[config.mk]
export PLATFORM = sky130hd
export DESIGN_NAME = utf8_byte_decoder_top_flat
export DESIGN_NICKNAME = d
export VERILOG_FILES = /design/src/rtl/u8d_pkg.sv /design/src/rtl/u8d_if.sv /design/src/rtl/u8d_decode.sv /design/src/rtl/utf8_byte_decoder_top.sv /design/src/flat_wrapper.sv
export SDC_FILE = /design/constraint.sdc
export NUM_CORES = 1
export LEC_CHECK = 0
export ABC_AREA = 1
export BUFFER_PORTS_ARGS = -buffer_cell sky130_fd_sc_hd__buf_2
export CORE_MARGIN = 10
export CORE_UTILIZATION = 54
export CTS_BUF_LIST = sky130_fd_sc_hd__clkbuf_8
export CTS_CLUSTER_DIAMETER = 120
export CTS_CLUSTER_SIZE = 40
export DETAILED_ROUTE_END_ITERATION = 7
export PLACE_DENSITY_LB_ADDON = 0.25
export SYNTH_ARGS = -nofsm -noshare
export SYNTH_HDL_FRONTEND = slang
export SYNTH_SLANG_ARGS = --single-unit
[constraint.sdc]
create_clock -name clock -period 2.4 [get_ports clock]
set_clock_uncertainty 0.1 [all_clocks]
set_input_delay 0.48 -clock clock [delete_from_list [all_inputs] [get_ports clock]]
set_output_delay 0.48 -clock clock [all_outputs]
set_load 0.03 [all_outputs]
[src/rtl/u8d_pkg.sv]
package u8d_pkg;

   localparam int unsigned BYTE_WIDTH  = 8;
   localparam int unsigned CP_WIDTH    = 21;
   localparam int unsigned COUNT_WIDTH = 2;
   localparam int unsigned CONT_BITS   = 6;

   localparam logic [COUNT_WIDTH-1:0] COUNT_NONE  = 2'd0;
   localparam logic [COUNT_WIDTH-1:0] COUNT_ONE   = 2'd1;
   localparam logic [COUNT_WIDTH-1:0] COUNT_TWO   = 2'd2;
   localparam logic [COUNT_WIDTH-1:0] COUNT_THREE = 2'd3;

   typedef struct packed {
      logic [COUNT_WIDTH-1:0] pending;
      logic [CP_WIDTH-1:0]    accum;
      logic                   emit;
      logic [CP_WIDTH-1:0]    code_point;
   } u8d_step_type;

endpackage

[src/rtl/u8d_if.sv]
interface u8d_req_if;
   import u8d_pkg::*;

   logic                  valid;
   logic                  ready;
   logic [BYTE_WIDTH-1:0] byte_in;
   logic                  last_byte;

   modport source (output valid, output byte_in, output last_byte, input ready);
   modport sink (input valid, input byte_in, input last_byte, output ready);
endinterface

interface u8d_rsp_if;
   import u8d_pkg::*;

   logic                valid;
   logic                ready;
   logic [CP_WIDTH-1:0] code_point;

   modport source (output valid, output code_point, input ready);
   modport sink (input valid, input code_point, output ready);
endinterface

[src/rtl/u8d_decode.sv]
module u8d_decode
   import u8d_pkg::*;
(
   input  logic [BYTE_WIDTH-1:0]  byte_in,
   input  logic [COUNT_WIDTH-1:0] pending,
   input  logic [CP_WIDTH-1:0]    accum,
   output u8d_step_type           step
);

   logic [COUNT_WIDTH-1:0] count_dec;
   logic [CP_WIDTH-1:0]    cont_bits;

   assign count_dec = pending - COUNT_ONE;

   always_comb begin
      case (count_dec)
         COUNT_NONE: cont_bits = {{(CP_WIDTH-CONT_BITS){1'b0}}, byte_in[CONT_BITS-1:0]};
         COUNT_ONE: cont_bits = {{(CP_WIDTH-2*CONT_BITS){1'b0}}, byte_in[CONT_BITS-1:0],
                                 {CONT_BITS{1'b0}}};
         default: cont_bits = {{(CP_WIDTH-3*CONT_BITS){1'b0}}, byte_in[CONT_BITS-1:0],
                               {(2*CONT_BITS){1'b0}}};
      endcase
   end

   always_comb begin
      step.pending    = pending;
      step.accum      = accum;
      step.emit       = 1'b0;
      step.code_point = accum | cont_bits;
      case (byte_in) inside
         [8'h00:8'h7F]: begin
            step.emit       = 1'b1;
            step.code_point = {{(CP_WIDTH-BYTE_WIDTH){1'b0}}, byte_in};
         end
         [8'hC0:8'hDF]: begin
            step.pending = COUNT_ONE;
            step.accum   = {10'd0, byte_in[4:0], 6'd0};
         end
         [8'hE0:8'hEF]: begin
            step.pending = COUNT_TWO;
            step.accum   = {5'd0, byte_in[3:0], 12'd0};
         end
         [8'hF0:8'hF7]: begin
            step.pending = COUNT_THREE;
            step.accum   = {byte_in[2:0], 18'd0};
         end
         [8'h80:8'hBF]: begin
            if (pending != COUNT_NONE) begin
               step.pending = count_dec;
               step.accum   = accum | cont_bits;
               step.emit    = (count_dec == COUNT_NONE);
            end
         end
         default: begin
         end
      endcase
   end

endmodule

[src/rtl/utf8_byte_decoder_top.sv]
// UTF-8 byte decoder without validation. Each transfer on req_chan carries one byte, and a new
// byte can enter on every clock while ready is high; the byte that completes a code point (an
// ASCII byte or the last continuation byte) writes it into the output register that drives
// rsp_chan, or into the skid entry while that register is held. Lead bytes, inner continuation
// bytes, stray continuation bytes and 0xF8-0xFF produce no transfer. A two-entry output buffer
// keeps req_chan ready for one more byte while rsp_chan stalls; ready drops only when both
// entries hold code points. last_byte is carried but does not affect decoding.
module utf8_byte_decoder_top
   import u8d_pkg::*;
(
   input  logic      clock,
   input  logic      reset,
   u8d_req_if.sink   req_chan,
   u8d_rsp_if.source rsp_chan
);

   logic [COUNT_WIDTH-1:0] pending_ff, pending_in;
   logic [CP_WIDTH-1:0]    accum_ff, accum_in;
   logic                   out_valid_ff, out_valid_in;
   logic [CP_WIDTH-1:0]    out_data_ff, out_data_in;
   logic                   skid_valid_ff, skid_valid_in;
   logic [CP_WIDTH-1:0]    skid_data_ff, skid_data_in;

   u8d_step_type step;
   logic         req_fire;
   logic         emit;
   logic         rsp_fire;

   u8d_decode u_decode (
      .byte_in (req_chan.byte_in),
      .pending (pending_ff),
      .accum   (accum_ff),
      .step    (step)
   );

   assign req_chan.ready      = !skid_valid_ff;
   assign rsp_chan.valid      = out_valid_ff;
   assign rsp_chan.code_point = out_data_ff;

   assign req_fire = req_chan.valid && req_chan.ready;
   assign emit     = req_fire && step.emit;
   assign rsp_fire = out_valid_ff && rsp_chan.ready;

   always_comb begin
      pending_in    = pending_ff;
      accum_in      = accum_ff;
      out_valid_in  = out_valid_ff;
      out_data_in   = out_data_ff;
      skid_valid_in = skid_valid_ff;
      skid_data_in  = skid_data_ff;
      if (req_fire) begin
         pending_in = step.pending;
         accum_in   = step.accum;
      end
      if (rsp_fire || !out_valid_ff) begin
         if (skid_valid_ff) begin
            out_valid_in  = 1'b1;
            out_data_in   = skid_data_ff;
            skid_valid_in = 1'b0;
         end else begin
            out_valid_in = emit;
            out_data_in  = step.code_point;
         end
      end else if (emit) begin
         skid_valid_in = 1'b1;
         skid_data_in  = step.code_point;
      end
   end

   always_ff @(posedge clock) begin
      if (reset) begin
         pending_ff    <= COUNT_NONE;
         accum_ff      <= '0;
         out_valid_ff  <= 1'b0;
         skid_valid_ff <= 1'b0;
      end else begin
         pending_ff    <= pending_in;
         accum_ff      <= accum_in;
         out_valid_ff  <= out_valid_in;
         skid_valid_ff <= skid_valid_in;
      end
   end

   always_ff @(posedge clock) begin
      out_data_ff  <= out_data_in;
      skid_data_ff <= skid_data_in;
   end

   assert property (@(posedge clock) disable iff (reset)
      skid_valid_ff |-> out_valid_ff)
      else $error("skid entry held without head entry");

   assert property (@(posedge clock) disable iff (reset)
      (req_fire && !req_chan.byte_in[BYTE_WIDTH-1]) |=> out_valid_ff)
      else $error("ASCII byte produced no code point");

   assert property (@(posedge clock) disable iff (reset)
      (req_fire && !req_chan.byte_in[BYTE_WIDTH-1]) |=> $stable(pending_ff) && $stable(accum_ff))
      else $error("ASCII byte disturbed sequence state");

   assert property (@(posedge clock) disable iff (reset)
      $fell(out_valid_ff) |-> $past(rsp_chan.ready))
      else $error("code point dropped without transfer");

endmodule

[src/flat_wrapper.sv]
// flat-port wrapper written by rule: the top's interface ports become plain ports
module utf8_byte_decoder_top_flat import u8d_pkg::*;
  (clock, reset, req_chan_valid, req_chan_byte_in, req_chan_last_byte, req_chan_ready, rsp_chan_valid, rsp_chan_code_point, rsp_chan_ready);
  u8d_req_if req_chan_i ();
  u8d_rsp_if rsp_chan_i ();
  input  logic clock;
  input  logic reset;
  input wire logic [$bits(req_chan_i.valid)-1:0] req_chan_valid;
  input wire logic [$bits(req_chan_i.byte_in)-1:0] req_chan_byte_in;
  input wire logic [$bits(req_chan_i.last_byte)-1:0] req_chan_last_byte;
  output wire logic [$bits(req_chan_i.ready)-1:0] req_chan_ready;
  output wire logic [$bits(rsp_chan_i.valid)-1:0] rsp_chan_valid;
  output wire logic [$bits(rsp_chan_i.code_point)-1:0] rsp_chan_code_point;
  input wire logic [$bits(rsp_chan_i.ready)-1:0] rsp_chan_ready;
  assign req_chan_i.valid = req_chan_valid;
  assign req_chan_i.byte_in = req_chan_byte_in;
  assign req_chan_i.last_byte = req_chan_last_byte;
  assign req_chan_ready = req_chan_i.ready;
  assign rsp_chan_valid = rsp_chan_i.valid;
  assign rsp_chan_code_point = rsp_chan_i.code_point;
  assign rsp_chan_i.ready = rsp_chan_ready;
  utf8_byte_decoder_top u_core (.clock(clock), .reset(reset), .req_chan(req_chan_i), .rsp_chan(rsp_chan_i));
endmodule
==> results.cfg <==
[route]
num_vias = 2431
drcViolationCount = 0
viasPerCell = 4.95
drt-wirelength-per-cell_um = 13.5
dr.pass1.iters = 4
ant_nets = 0
drt_wl_total_um = 6640
drt-initial-drc-count = 131

[sta]
worst_pin_slew_ns = 0.512
final_max_slew_viol_count = 0
fin_setup_tns_ns = 0
max_freq_mhz = 487
hold_viol_final = 0
setup_viol = 0
rsz0062_at_grt = no
period_share = 0.856
finalCriticalPeriod_ns = 2.05
hold_ws_ns = 0.259
relSlewSlack = 0.658

[place]
dp_hpwl_um = 4750
place_congestion = 0.837
portBuffers = 34

[cts]
cts_tree = built
cts_resized = 0
h-tree-depth = 3
cts_root_buffer = clkbuf_8
post_cts_buffers = 0
holdBufCountCts = 0
cts_sinks = 67
clock_latency_ns = 0.34
clockBufferDepth = 2
cts_buffers = 9
cts.clk_slew.worst_paths_ns = 0.07

[power_and_ir_drop]
max-vdd-ir-drop_v = 0.000402
internal-power_uw = 1960
p_seq_frac = 0.490
power_frac_clock = 0.399
p_comb_frac = 0.112
powerDensity_nw_per_um2 = 718
p_sw_uw = 655
switching_share = 0.250
power.leakage_uw = 0.00170

[worst_hold_path]
holdPathEnd = u_core.accum_ff[14]
hold_path_startpoint = reset
whs_path_depth = 2
hold_class = primary input to flop

[yosys]
yosysTopAreaCell = edfxtp_1
synthCells = 374
syn_nets = 392
async_flop_share = 0
synth_top_area_frac = 0.400
synthFlopType = edfxtp_1
netlist_area_um2 = 3150
synth_area_per_cell_um2 = 8.43
synth_cell_type_count = 24
synth_seq_area_share = 0.559
synth_edf_count = 42
ys_ff_latch = 67
synth_most_common_cell = nand2_1
synthTopCellsByCount = 106 x nand2_1, 52 x inv_1, 44 x nor2_1, 42 x edfxtp_1, 28 x o21ai_0
yosys-top-cells-area = edfxtp_1 40%, dfxtp_1 16%, nand2_1 13%
ys_warn_count = 0

[finish]
drive_gt1_frac = 0.167
antennaDiodeCount = 0
finalNetCount = 432
syn2layout_area_growth_pct = 15.3

[floorplanning]
die_w_um = 96.4
io-pin-count = 36
initial_utilization = 0.566
die-area_um2 = 9300
die-height_um = 96.4
core_um2 = 5570
rows = 27

[global_route]
antenna_found_initial = 0
first_global_vias = 2310
grt_max_degree = 25
grt-ovfl-total = 0
grt_usage = 0.153
grt_pass1_wl_um = 11000

[run]
cap_violations = 0

[worst_setup_path]
path_class = flop to flop
worst_r2r_endpoint = u_core.rsp_chan.code_point[3]
r2r-start = u_core.pending_ff[0]
crit_fanout = 12
cp.required_ns = 2.40
crit_arrival_ns = 2.05
cpMaxStageDelayCell = ha_1
endpoint_kind = flop
cpPeakStageDelay_ns = 0.48
cp_cell_sequence = inv_1 > ha_1 > nand3_1 > inv_1 > o21ai_0 > o21ai_0 > nand2_1 > nand2_1
start_kind = flop
r2r_cells = 8
r2r_slack_ns = 0.35

[status]
status = complete, no violations
[metrics by stage]
stage          setup WS [ns]  total power (uW)   util  instance area (um2)  instances
5_1_grt                0.223              2720  0.653                 3640        491
3_3_place_gp           0.369              1590  0.612                 3410        475
6_report               0.347              2610  0.653                 3640        491
4_1_cts                0.357              2630  0.653                 3640        491
2_1_floorplan          0.162              1510      -                 3160        374
3_5_place_dp           0.341              1600  0.612                 3410        475
[final cells by class]
cell class / instances / area [um2]
fillers: 478 / 1940
flip-flops and latches: 67 / 1760
multi-input cells: 241 / 1130
repair buffers: 42 / 230
inverters: 53 / 199
clock buffers: 10 / 138
well taps: 72 / 90.1
clock inverters: 6 / 88.8
[worst max-delay path, delay by kind of cell (launching register included)]
| family | cells | cell delay, ns |
|---|---|---|
| compound gates | 2 | 0.36 |
| buf+inv | 2 | 0.15 |
| simple gates | 3 | 0.33 |
| fa+ha+maj | 1 | 0.48 |
| flops | 1 | 0.39 |
[power by group through the flow]
stage | registers, uW | logic [uW] | clock network (uW)
final | 1280 | 292 | 1040
after global routing | 1280 | 323 | 1110
after floorplan | 1370 | 140 | 0
after global placement | 1300 | 287 | 0
after detailed placement | 1310 | 291 | 0
after CTS | 1280 | 293 | 1050
[flip-flops by register name (all words and copies together) (netlist names)]
| register | cells |
|---|---|
| u_core.pending_ff | 2 |
| u_core.skid_data_ff | 21 |
| u_core.rsp_chan.valid | 1 |
| u_core.rsp_chan.code_point | 21 |
| u_core.skid_valid_ff | 1 |
| u_core.accum_ff | 21 |
[cells in the final DEF, fill, tap and decap left out, types with 2 or more instances in the layout]
cell / n
buf_2: 34
clkinv_4: 2
nand4_1: 3
edfxtp_1: 42
nand2_1: 106
ha_1: 5
inv_1: 52
nand3_1: 19
nor2_4: 2
a31oi_1: 2
bufinv_16: 2
buf_4: 8
nand3_2: 2
o21ai_0: 28
clkbuf_8: 10
dfxtp_1: 25
nor2_1: 43
a21oi_1: 21
o21ai_2: 2
nand2_4: 3
[layer usage]
| layer | vias to the layer above | track usage | part of all wire |
|---|---|---|---|
| met4 | 0 | 0.0569 | 0.012 |
| met2 | 56 | 0.242 | 0.47 |
| met1 | 1089 | 0.191 | 0.45 |
| li1 | 1275 | - | - |
| met3 | 11 | 0.0493 | 0.068 |
| met5 | - | 0 | 0 |
[worst max path at each step]
stage	startpoint	endpoint	slack, ns	cells after the start
after floorplan	u_core.rsp_chan.valid	u_core.skid_data_ff[0]	0.16	2
after global placement	req_chan_byte_in[7]	u_core.pending_ff[1]	0.37	10
after detailed placement	req_chan_byte_in[7]	u_core.pending_ff[1]	0.34	10
after CTS	u_core.pending_ff[0]	u_core.rsp_chan.code_point[3]	0.36	8
after global routing	u_core.pending_ff[1]	u_core.rsp_chan.code_point[3]	0.22	8
final	u_core.pending_ff[0]	u_core.rsp_chan.code_point[3]	0.35	8
[cell families after synthesis]
kind of cell	Yosys count	share of synthesized area
and+or+nand+nor	183	0.250
DFF	67	0.559
buffers and inverters	66	0.0841
AOI/OAI and AO/OA	53	0.0873
adders and majority gates	5	0.0198
No activity file was read; power rests on OpenSTA's default activity.
